===== src/hw/rtl/bba_pkg.sv =====
// Package for the block bitmap allocator: sizes, codes, transaction structs
// and the word-level helper functions used by the sequencer.
// No dependencies.
package bba_pkg;

  localparam int MAX_BLOCKS  = 1024;
  localparam int MAX_REQUEST = 64;
  localparam int WORD_W      = 32;
  localparam int NUM_WORDS   = MAX_BLOCKS / WORD_W;
  localparam int NUM_BYTES   = WORD_W / 8;
  localparam int WORD_IDX_W  = $clog2(NUM_WORDS);
  localparam int BIT_IDX_W   = $clog2(WORD_W);
  localparam int BYTE_IDX_W  = $clog2(NUM_BYTES);
  localparam int POP_W       = $clog2(WORD_W) + 1;

  localparam int BLOCK_W  = 10;
  localparam int TOTAL_W  = 11;
  localparam int COUNT_W  = 7;
  localparam int OPCODE_W = 3;
  localparam int STATUS_W = 3;
  localparam int CFG_IDX_W = 1;

  typedef enum logic [OPCODE_W-1:0] {
    OP_ALLOC_ONE  = 3'd0,
    OP_ALLOC_MANY = 3'd1,
    OP_FREE       = 3'd2,
    OP_TEST       = 3'd3,
    OP_CLEAR      = 3'd4
  } op_e;

  typedef enum logic [STATUS_W-1:0] {
    STAT_OK           = 3'd0,
    STAT_NO_SPACE     = 3'd1,
    STAT_OUT_OF_RANGE = 3'd2,
    STAT_RESERVED     = 3'd3,
    STAT_ALREADY_FREE = 3'd4,
    STAT_ZERO_COUNT   = 3'd5
  } status_e;

  typedef enum logic [CFG_IDX_W-1:0] {
    REG_TOTAL_BLOCKS = 1'b0,
    REG_FIRST_DATA   = 1'b1
  } reg_e;

  typedef enum logic [2:0] {
    S_IDLE,
    S_RC_RD,
    S_RC_ACC,
    S_DISPATCH,
    S_SCAN_RD,
    S_SCAN_LOAD,
    S_SCAN_CHECK,
    S_BIT_CHECK
  } state_e;

  typedef struct packed {
    logic [OPCODE_W-1:0] opcode;
    logic [BLOCK_W-1:0]  block_id;
    logic [COUNT_W-1:0]  count;
  } bba_req_t;

  typedef struct packed {
    logic [STATUS_W-1:0] status;
    logic [BLOCK_W-1:0]  granted_block;
    logic                is_free;
    logic [TOTAL_W-1:0]  free_count;
    logic                last;
  } bba_res_t;

  function automatic logic [POP_W-1:0] word_popcount(input logic [WORD_W-1:0] v);
    logic [POP_W-1:0] sum;
    logic [3:0]       part;
    sum = '0;
    for (int by = 0; by < NUM_BYTES; by++) begin
      part = '0;
      for (int i = 0; i < 8; i++) begin
        part = part + 4'(v[by*8+i]);
      end
      sum = sum + POP_W'(part);
    end
    return sum;
  endfunction

  function automatic logic [BIT_IDX_W-1:0] lowest_one(input logic [WORD_W-1:0] v);
    logic [7:0]            sel;
    logic [BYTE_IDX_W-1:0] byte_n;
    logic [2:0]            bit_n;
    sel    = v[7:0];
    byte_n = '0;
    bit_n  = '0;
    for (int by = NUM_BYTES - 1; by >= 0; by--) begin
      if (v[by*8 +: 8] != 8'd0) begin
        sel    = v[by*8 +: 8];
        byte_n = BYTE_IDX_W'(by);
      end
    end
    for (int i = 7; i >= 0; i--) begin
      if (sel[i]) begin
        bit_n = 3'(i);
      end
    end
    return {byte_n, bit_n};
  endfunction

  // Bits of word w that lie inside the data range [fdb, top).
  function automatic logic [WORD_W-1:0] word_mask(input logic [WORD_IDX_W-1:0] w,
                                                  input logic [BLOCK_W-1:0]    fdb,
                                                  input logic [TOTAL_W-1:0]    top);
    logic [TOTAL_W-1:0] base;
    logic [TOTAL_W-1:0] fdb_x;
    logic [TOTAL_W-1:0] gap;
    logic [WORD_W-1:0]  lo_m;
    logic [WORD_W-1:0]  hi_m;
    base  = TOTAL_W'({w, BIT_IDX_W'(0)});
    fdb_x = TOTAL_W'(fdb);
    gap   = '0;
    if (fdb_x <= base) begin
      lo_m = '1;
    end else begin
      gap = fdb_x - base;
      if (gap >= TOTAL_W'(WORD_W)) begin
        lo_m = '0;
      end else begin
        lo_m = {WORD_W{1'b1}} << gap[BIT_IDX_W-1:0];
      end
    end
    if (top <= base) begin
      hi_m = '0;
    end else begin
      gap = top - base;
      if (gap >= TOTAL_W'(WORD_W)) begin
        hi_m = '1;
      end else begin
        hi_m = ~({WORD_W{1'b1}} << gap[BIT_IDX_W-1:0]);
      end
    end
    return lo_m & hi_m;
  endfunction

endpackage


===== src/hw/rtl/bba_ram.sv =====
// Generic single-write, single-read RAM with registered read data.
// No dependencies.
module bba_ram #(
  parameter int WIDTH = 32,
  parameter int DEPTH = 32
) (
  input  logic                     clk_i,
  input  logic                     we_i,
  input  logic [$clog2(DEPTH)-1:0] waddr_i,
  input  logic [WIDTH-1:0]         wdata_i,
  input  logic [$clog2(DEPTH)-1:0] raddr_i,
  output logic [WIDTH-1:0]         rdata_o
);

  logic [WIDTH-1:0] mem_q [DEPTH];
  logic [WIDTH-1:0] rdata_q;

  always_ff @(posedge clk_i) begin
    if (we_i) begin
      mem_q[waddr_i] <= wdata_i;
    end
    rdata_q <= mem_q[raddr_i];
  end

  assign rdata_o = rdata_q;

endmodule


===== src/hw/rtl/block_bitmap_allocator.sv =====
// First-fit block bitmap allocator: a word-wide bitmap RAM swept by a small sequencer.
// Depends on bba_pkg and bba_ram.
// Clear and rejections answer at dispatch; free and test of a data block first read the
// bitmap word. Allocation sweeps the bitmap word by word (read, load, check) up to the
// first grant, then one further grant per cycle while the same word has free blocks.
// One transaction at a time: busy falls as its last result appears. After reset and after
// any configuration write, the next command first recounts free blocks.
// Reset leaves the map empty. Results cannot be stalled.
module block_bitmap_allocator (
  input  logic                            clk_i,
  input  logic                            rst_ni,
  input  logic                            start,
  output logic                            busy,
  input  bba_pkg::bba_req_t               req_i,
  output logic                            res_strobe_o,
  output bba_pkg::bba_res_t               res_o,
  input  logic                            cfg_we_i,
  input  logic [bba_pkg::CFG_IDX_W-1:0]   cfg_idx_i,
  input  logic [bba_pkg::TOTAL_W-1:0]     cfg_wdata_i
);
  import bba_pkg::*;

  state_e                state_q, state_d;
  bba_req_t              req_q, req_d;
  logic [COUNT_W-1:0]    left_q, left_d;
  logic [WORD_IDX_W-1:0] wptr_q, wptr_d;
  logic [TOTAL_W-1:0]    acc_q, acc_d;
  logic [TOTAL_W-1:0]    free_q, free_d;
  logic                  recount_q, recount_d;
  logic [TOTAL_W-1:0]    total_q;
  logic [BLOCK_W-1:0]    fdb_q;
  logic [NUM_WORDS-1:0]  row_valid_q, row_valid_d;
  logic                  rvalid_q;
  logic [WORD_W-1:0]     cur_q, cur_d;
  bba_res_t              res_q, res_d;
  logic                  strobe_q, strobe_d;

  logic                  ram_we;
  logic [WORD_IDX_W-1:0] ram_waddr;
  logic [WORD_W-1:0]     ram_wdata;
  logic [WORD_IDX_W-1:0] ram_raddr;
  logic [WORD_W-1:0]     ram_rdata;

  logic [WORD_W-1:0]     rd_word;
  logic [TOTAL_W-1:0]    top_blocks;
  logic [WORD_IDX_W-1:0] id_word;
  logic [BIT_IDX_W-1:0]  id_bit;
  logic [WORD_W-1:0]     avail;
  logic [BIT_IDX_W-1:0]  grant_bit;
  logic                  id_out_of_range;
  logic                  id_reserved;

  bba_ram #(
    .WIDTH(WORD_W),
    .DEPTH(NUM_WORDS)
  ) u_map_ram (
    .clk_i  (clk_i),
    .we_i   (ram_we),
    .waddr_i(ram_waddr),
    .wdata_i(ram_wdata),
    .raddr_i(ram_raddr),
    .rdata_o(ram_rdata)
  );

  assign rd_word    = rvalid_q ? ram_rdata : '0;
  assign top_blocks = (total_q > TOTAL_W'(MAX_BLOCKS)) ? TOTAL_W'(MAX_BLOCKS) : total_q;
  assign id_word    = req_q.block_id[BLOCK_W-1 -: WORD_IDX_W];
  assign id_bit     = req_q.block_id[BIT_IDX_W-1:0];
  assign avail      = ~cur_q & word_mask(wptr_q, fdb_q, top_blocks);
  assign grant_bit  = lowest_one(avail);
  assign id_out_of_range = TOTAL_W'(req_q.block_id) >= top_blocks;
  assign id_reserved     = req_q.block_id < fdb_q;

  always_ff @(posedge clk_i or negedge rst_ni) begin
    if (!rst_ni) begin
      state_q     <= S_IDLE;
      free_q      <= '0;
      recount_q   <= 1'b1;
      total_q     <= TOTAL_W'(MAX_BLOCKS);
      fdb_q       <= BLOCK_W'(1);
      row_valid_q <= '0;
      rvalid_q    <= 1'b0;
      strobe_q    <= 1'b0;
    end else begin
      state_q     <= state_d;
      free_q      <= free_d;
      recount_q   <= recount_d;
      row_valid_q <= row_valid_d;
      rvalid_q    <= row_valid_d[ram_raddr];
      strobe_q    <= strobe_d;
      if (cfg_we_i) begin
        case (cfg_idx_i)
          REG_TOTAL_BLOCKS: total_q <= cfg_wdata_i;
          REG_FIRST_DATA:   fdb_q   <= cfg_wdata_i[BLOCK_W-1:0];
          default:          ;
        endcase
      end
    end
  end

  always_ff @(posedge clk_i) begin
    req_q  <= req_d;
    left_q <= left_d;
    wptr_q <= wptr_d;
    acc_q  <= acc_d;
    cur_q  <= cur_d;
    res_q  <= res_d;
  end

  always_comb begin
    state_d     = state_q;
    req_d       = req_q;
    left_d      = left_q;
    wptr_d      = wptr_q;
    acc_d       = acc_q;
    free_d      = free_q;
    recount_d   = recount_q;
    row_valid_d = row_valid_q;
    cur_d       = cur_q;
    res_d       = res_q;
    strobe_d    = 1'b0;
    ram_we      = 1'b0;
    ram_waddr   = wptr_q;
    ram_wdata   = cur_q;
    ram_raddr   = wptr_q;

    case (state_q)
      S_IDLE: begin
        if (start && (req_i.opcode <= OP_CLEAR)) begin
          req_d   = req_i;
          wptr_d  = '0;
          acc_d   = '0;
          state_d = recount_q ? S_RC_RD : S_DISPATCH;
        end
      end
      S_RC_RD: begin
        state_d = S_RC_ACC;
      end
      S_RC_ACC: begin
        acc_d = acc_q + TOTAL_W'(word_popcount(~rd_word & word_mask(wptr_q, fdb_q,
                                                                     top_blocks)));
        if (wptr_q == WORD_IDX_W'(NUM_WORDS - 1)) begin
          free_d    = acc_d;
          recount_d = 1'b0;
          state_d   = S_DISPATCH;
        end else begin
          wptr_d  = wptr_q + WORD_IDX_W'(1);
          state_d = S_RC_RD;
        end
      end
      S_DISPATCH: begin
        res_d   = '0;
        wptr_d  = '0;
        state_d = S_IDLE;
        case (req_q.opcode)
          OP_ALLOC_ONE: begin
            if (free_q == '0) begin
              res_d.status = STAT_NO_SPACE;
              strobe_d     = 1'b1;
            end else begin
              left_d  = COUNT_W'(1);
              state_d = S_SCAN_RD;
            end
          end
          OP_ALLOC_MANY: begin
            if (req_q.count == '0) begin
              res_d.status = STAT_ZERO_COUNT;
              strobe_d     = 1'b1;
            end else if (req_q.count > COUNT_W'(MAX_REQUEST)) begin
              res_d.status = STAT_OUT_OF_RANGE;
              strobe_d     = 1'b1;
            end else if (free_q < TOTAL_W'(req_q.count)) begin
              res_d.status = STAT_NO_SPACE;
              strobe_d     = 1'b1;
            end else begin
              left_d  = req_q.count;
              state_d = S_SCAN_RD;
            end
          end
          OP_FREE: begin
            if (id_out_of_range) begin
              res_d.status = STAT_OUT_OF_RANGE;
              strobe_d     = 1'b1;
            end else if (id_reserved) begin
              res_d.status = STAT_RESERVED;
              strobe_d     = 1'b1;
            end else begin
              ram_raddr = id_word;
              state_d   = S_BIT_CHECK;
            end
          end
          OP_TEST: begin
            if (id_out_of_range || id_reserved) begin
              res_d.status = STAT_OK;
              strobe_d     = 1'b1;
            end else begin
              ram_raddr = id_word;
              state_d   = S_BIT_CHECK;
            end
          end
          OP_CLEAR: begin
            row_valid_d  = '0;
            free_d       = (top_blocks > TOTAL_W'(fdb_q)) ? top_blocks - TOTAL_W'(fdb_q) : '0;
            res_d.status = STAT_OK;
            strobe_d     = 1'b1;
          end
          default: ;
        endcase
      end
      S_SCAN_RD: begin
        state_d = S_SCAN_LOAD;
      end
      S_SCAN_LOAD: begin
        cur_d   = rd_word;
        state_d = S_SCAN_CHECK;
      end
      S_SCAN_CHECK: begin
        if (avail == '0) begin
          wptr_d  = wptr_q + WORD_IDX_W'(1);
          state_d = S_SCAN_RD;
        end else begin
          cur_d                = cur_q | (WORD_W'(1) << grant_bit);
          ram_we               = 1'b1;
          ram_wdata            = cur_d;
          row_valid_d[wptr_q]  = 1'b1;
          free_d               = free_q - TOTAL_W'(1);
          left_d               = left_q - COUNT_W'(1);
          res_d                = '0;
          res_d.status         = STAT_OK;
          res_d.granted_block  = {wptr_q, grant_bit};
          strobe_d             = 1'b1;
          if (left_q == COUNT_W'(1)) begin
            state_d = S_IDLE;
          end
        end
      end
      S_BIT_CHECK: begin
        res_d    = '0;
        strobe_d = 1'b1;
        state_d  = S_IDLE;
        if (req_q.opcode == OP_FREE) begin
          if (!rd_word[id_bit]) begin
            res_d.status = STAT_ALREADY_FREE;
          end else begin
            ram_we               = 1'b1;
            ram_waddr            = id_word;
            ram_wdata            = rd_word & ~(WORD_W'(1) << id_bit);
            row_valid_d[id_word] = 1'b1;
            free_d               = free_q + TOTAL_W'(1);
            res_d.status         = STAT_OK;
          end
        end else begin
          res_d.status  = STAT_OK;
          res_d.is_free = !rd_word[id_bit];
        end
      end
      default: begin
        state_d = S_IDLE;
      end
    endcase

    if (cfg_we_i) begin
      recount_d = 1'b1;
    end

    if (strobe_d) begin
      res_d.free_count = free_d;
      res_d.last       = (state_d == S_IDLE);
    end
  end

  assign busy         = (state_q != S_IDLE);
  assign res_strobe_o = strobe_q;
  assign res_o        = res_q;

`ifndef ASSERT_OFF
  a_free_bounded: assert property (@(posedge clk_i) disable iff (!rst_ni)
    free_q <= TOTAL_W'(MAX_BLOCKS))
    else $error("free count exceeds the volume size");

  a_grant_in_range: assert property (@(posedge clk_i) disable iff (!rst_ni)
    (res_strobe_o && res_o.status == STAT_OK &&
     (req_q.opcode == OP_ALLOC_ONE || req_q.opcode == OP_ALLOC_MANY))
    |-> (res_o.granted_block >= fdb_q && TOTAL_W'(res_o.granted_block) < top_blocks))
    else $error("granted block lies outside the data range");

  a_start_takes: assert property (@(posedge clk_i) disable iff (!rst_ni)
    (start && !busy && req_i.opcode <= OP_CLEAR) |=> busy)
    else $error("accepted transaction did not start the sequencer");

  a_counted_result: assert property (@(posedge clk_i) disable iff (!rst_ni)
    res_strobe_o |-> !recount_q)
    else $error("result issued while the free count was stale");
`endif

endmodule


===== config.mk =====
export PLATFORM = sky130hd
export DESIGN_NAME = block_bitmap_allocator
export DESIGN_NICKNAME = d
export VERILOG_FILES = /design/src/hw/rtl/bba_pkg.sv /design/src/hw/rtl/bba_ram.sv /design/src/hw/rtl/block_bitmap_allocator.sv
export SDC_FILE = /design/constraint.sdc
export NUM_CORES = 2
export LEC_CHECK = 0
export BUFFER_PORTS_ARGS = -buffer_cell sky130_fd_sc_hd__buf_2
export CAP_MARGIN = 20
export CORE_ASPECT_RATIO = 0.75
export CORE_MARGIN = 2
export CORE_UTILIZATION = 63
export CTS_BUF_LIST = sky130_fd_sc_hd__clkbuf_4 sky130_fd_sc_hd__clkbuf_8 sky130_fd_sc_hd__clkbuf_16
export DETAILED_ROUTE_END_ITERATION = 10
export HOLD_SLACK_MARGIN = 0.08
export MAX_ROUTING_LAYER = met4
export PLACE_DENSITY = 0.8
export RECOVER_POWER = 100
export SLEW_MARGIN = 15
export SYNTH_ARGS = -nofsm -noshare
export SYNTH_HDL_FRONTEND = slang
export SYNTH_HIERARCHICAL = 1
export SYNTH_SLANG_ARGS = --single-unit
export TNS_END_PERCENT = 5

===== constraint.sdc =====
create_clock -name clk_i -period 11 [get_ports clk_i]
set_input_delay 2.2 -clock clk_i [delete_from_list [all_inputs] [get_ports clk_i]]
set_output_delay 2.2 -clock clk_i [all_outputs]
set_load 0.005 [all_outputs]

==> summary.txt <==
Status - finished with violations
Violated checks - capacitance limit, slew limit
WP data required - 11.30 ns
Full die area - 90400 um2
Switching pwr - 8.89 mW
CTS root buffer - clkbuf_16
Die H - 261 um
Setup TNS - 0 ns
Seq cells post-synth - 1227
Setup bufs post-CTS - 0
Combinational power share - 51.1%
RSZ-0062 raised after global routing - false
Synthesized cell area - 55400 um2
CTS sink count - 1227
Syn Inst Count - 3986
Width of the die - 346 um
Worst path bufs/invs - 4
Part of the power in registers - 28.9%
I/O Pins - 64
Delay-heaviest family, CP - simple AND/OR/NAND/NOR gates
Post-CTS Resized - 0
Final Cycle Share - 95.9%
CTS tree - built
Later-pin clock latency in the skew report - 0.73 ns
Fin. max-slew vios - 1677
Clock buffer depth - 3
Worst VDD drop - 1560 uV
Post-synthesis sequential area ratio - 65.3%
Number of antenna violations at the first check in global routing - 2
Most used cell, CP - clkbuf_1
Slew @ Worst Pin - 4.28 ns
GR Util All Layers - 36.5%
Pwr dens - 340 nW/um2
Drt initial violations - 5487
Detailed Place HPWL - 98300 um
HP Class - reg -> reg
Async set-reset flop share out of synthesis - 5.70%
Critical path type - reg -> reg
H-tree levels - 3
Clk slew on worst S/H paths - 0.07 ns
Clock share of power - 19.9%
CTS Buf Count - 111
Worst hold margin - 0.504 ns
Via Count - 36500
Hold Buf Count CTS - 0
DR WL/cell - 30.5 um
Final wirelength - 161000 um
WP data arrival - 10.85 ns
Area of the core - 87400 um2
P_leak - 21.2 nW
Area grow syn2layout - 9.36%
Switching Share - 43.2%
Row count - 94
Fillers - 5853
GP Congestion - 1.07
Pwr Total - 20.6 mW
Core Util, Final - 69.3%
Syn_nets - 4122
CP max stage cell - nor2_1
Remaining Overflow, GRT - 0
Synth unique cells - 109
Synth warn - 6
Port Buf Inserts - 63
Post-synth EDFFs - 1125
Share of cells above drive strength 1 - 9.43%
Via/cell ratio - 6.89
Count of antenna-violating nets left after detailed routing - 0
Largest net degree at the start of global routing - 129
Final cell count without fillers - 5299
DRC - 0
Synth Flop Type - edfxtp_1
Worst Setup Start Kind - flip-flop
Syn Area/Cell - 13.9 um2
1st-pass router iterations - 6
Fmax achieved - 0.0948 GHz
First-pass GRT wire length - 232000 um
Final nets - 4183
Final Hold Viols - 0
Crit Path Max Fanout - 51
Min Tclk post-route - 10.55 ns
Critical Path Max Stage Delay - 2.67 ns
Initial core utilization - 63.4%
Crit path capture type - flip-flop
Final setup fails - 0
Max-Cap Viols - 53
Relative slew slack - -186%
Vias in the first global route - 34300
Worst Skew - 0.0498 ns
Int Pwr - 11.7 mW
Placed Cells - 5078
Critical-path cell list - clkbuf_1 > clkbuf_1 > nand2_1 > a21oi_1 > o21ai_0 > a22oi_1 > and4_2 > buf_4 > nand2_1 > o21ai_0 > nand3_1 > nor2_1 > clkbuf_1
-- layout by cell type (no fill, tap or decap), types with 29 or more instances in the layout --
cell type  count
clkbuf_16    115
a31oi_1       56
nor2_1       166
ha_1          71
nand3_1      149
dfxtp_1       32
mux2i_1      546
clkbuf_1      78
inv_1         92
buf_2         34
nand2_1      271
dfrtp_1       66
nor3_1        72
edfxtp_1    1125
fa_1          29
nand2b_1      29
buf_4         34
a22o_1        66
a21oi_1      236
o21ai_0      124
a22oi_1      136
-- synth_stat cells, types with 12 or more instances --
master / instances / area [um2]
ha_1: 71 / 888
o221ai_1: 16 / 140
nor3_1: 70 / 350
nand2b_1: 31 / 194
buf_4: 36 / 270
o21ai_1: 20 / 100
nand3_1: 147 / 736
mux2_2: 23 / 259
inv_1: 92 / 345
a31oi_1: 55 / 344
o2111ai_1: 12 / 105
a211oi_1: 26 / 195
a21o_1: 20 / 150
a21oi_1: 236 / 1180
and3_1: 13 / 81.3
buf_1: 15 / 56.3
a22o_1: 66 / 578
a211o_1: 15 / 131
nor2b_1: 17 / 106
a21boi_0: 15 / 113
nor2_1: 183 / 687
nand4_1: 14 / 87.6
a22oi_1: 136 / 1020
edfxtp_1: 1125 / 33800
fa_1: 29 / 581
buf_6: 17 / 191
nand2_1: 272 / 1020
dfrtp_1: 67 / 1680
buf_2: 41 / 205
mux2i_1: 546 / 5470
xnor2_1: 26 / 228
o211ai_1: 17 / 128
clkbuf_1: 111 / 417
dfxtp_1: 32 / 641
o21ai_0: 116 / 581
and2_1: 18 / 113
-- worst paths after layout --
check                                start                       to  slack [ns]  depth (start not counted)
setup reg to reg                  rvalid_q  u_map_ram/mem_q[15][11]        0.45                         13
min in group asynchronous           rst_ni                free_q[6]        3.09                          2
hold / removal             row_valid_q[31]          row_valid_q[31]        0.50                          2
setup / recovery                  rvalid_q  u_map_ram/mem_q[15][11]        0.45                         13
hold reg to reg            row_valid_q[31]          row_valid_q[31]        0.50                          2
max in group asynchronous           rst_ni                 rvalid_q        5.17                          2
-- worst min-delay path, cell delays in order, from the launching register on --
cell     delay [ns]
dfrtp_1        0.33
a32oi_1        0.07
o21ai_0        0.07
-- logic make-up (layout without fill, tap and decap cells) --
kind of cell	after synthesis	count (layout)	share of synthesized area (%)
other	0	2	0
muxes	570	570	10.4
DFF	1227	1227	65.3
xor gates and xnor gates	36	36	0.569
AOI/OAI and AO/OA	885	885	11.0
and+or+nand+nor	846	846	7.31
adders and majority gates	100	100	2.65
buffers and inverters	322	481	2.76
-- metal layers --
layer / global-route usage, % / vias up / routed length (um) / part of all wire (%)
met5: - / - / 0 / 0
met4: 10.3 / 0 / 4760 / 2.9
met3: 9.71 / 330 / 23100 / 14
met2: 50.6 / 2518 / 68700 / 43
met1: 53.2 / 18100 / 64900 / 40
li1: - / 15500 / - / -
-- cell type report --
class / count / area (um2) / share of cell area [%]
Tap cell: 1152 / 1440 / 2.38
Multi-Input combinational cell: 2437 / 17700 / 29.3
Clock buffer: 146 / 3170 / 5.23
Inverter: 100 / 383 / 0.632
Antenna cell: 2 / 5.00 / 0.00826
Clock inverter: 65 / 773 / 1.28
Timing Repair Buffer: 170 / 898 / 1.48
Sequential cell: 1227 / 36200 / 59.7
-- flip-flops by register name, summed over array words and instances, names as in the netlist --
register           flops
u_map_ram/mem_q     1024
cur_q                 32
row_valid_q           32
u_map_ram/rdata_o     32
res_o                 26
acc_q                 11
free_q                11
total_q               11
fdb_q                 10
req_q                 10
left_q                 7
id_bit                 5
id_word                5
wptr_q                 5
state_q                3
recount_q              1
res_strobe_o           1
rvalid_q               1
-- per-stage QoR --
| step | cell area [um2] | setup slack (ns) |
|---|---|---|
| after CTS | 61200 | 1.16 |
| after floorplan | 55400 | 2.09 |
| after global placement | 57200 | 1.28 |
| after detailed placement | 57300 | 1.16 |
| after global routing | 60600 | 0.334 |
| final | 60600 | 0.449 |
-- power by group through the flow --
stage          clock network [mW]  logic (mW)  registers, mW
4_1_cts                      4.13        10.4           5.91
3_3_place_gp                    0        10.2           6.00
6_report                     4.10        10.5           5.95
3_5_place_dp                    0        10.3           6.01
2_1_floorplan                   0        7.42           5.84
5_1_grt                      4.31        11.3           5.97
Power figures use the tool's default switching activity.
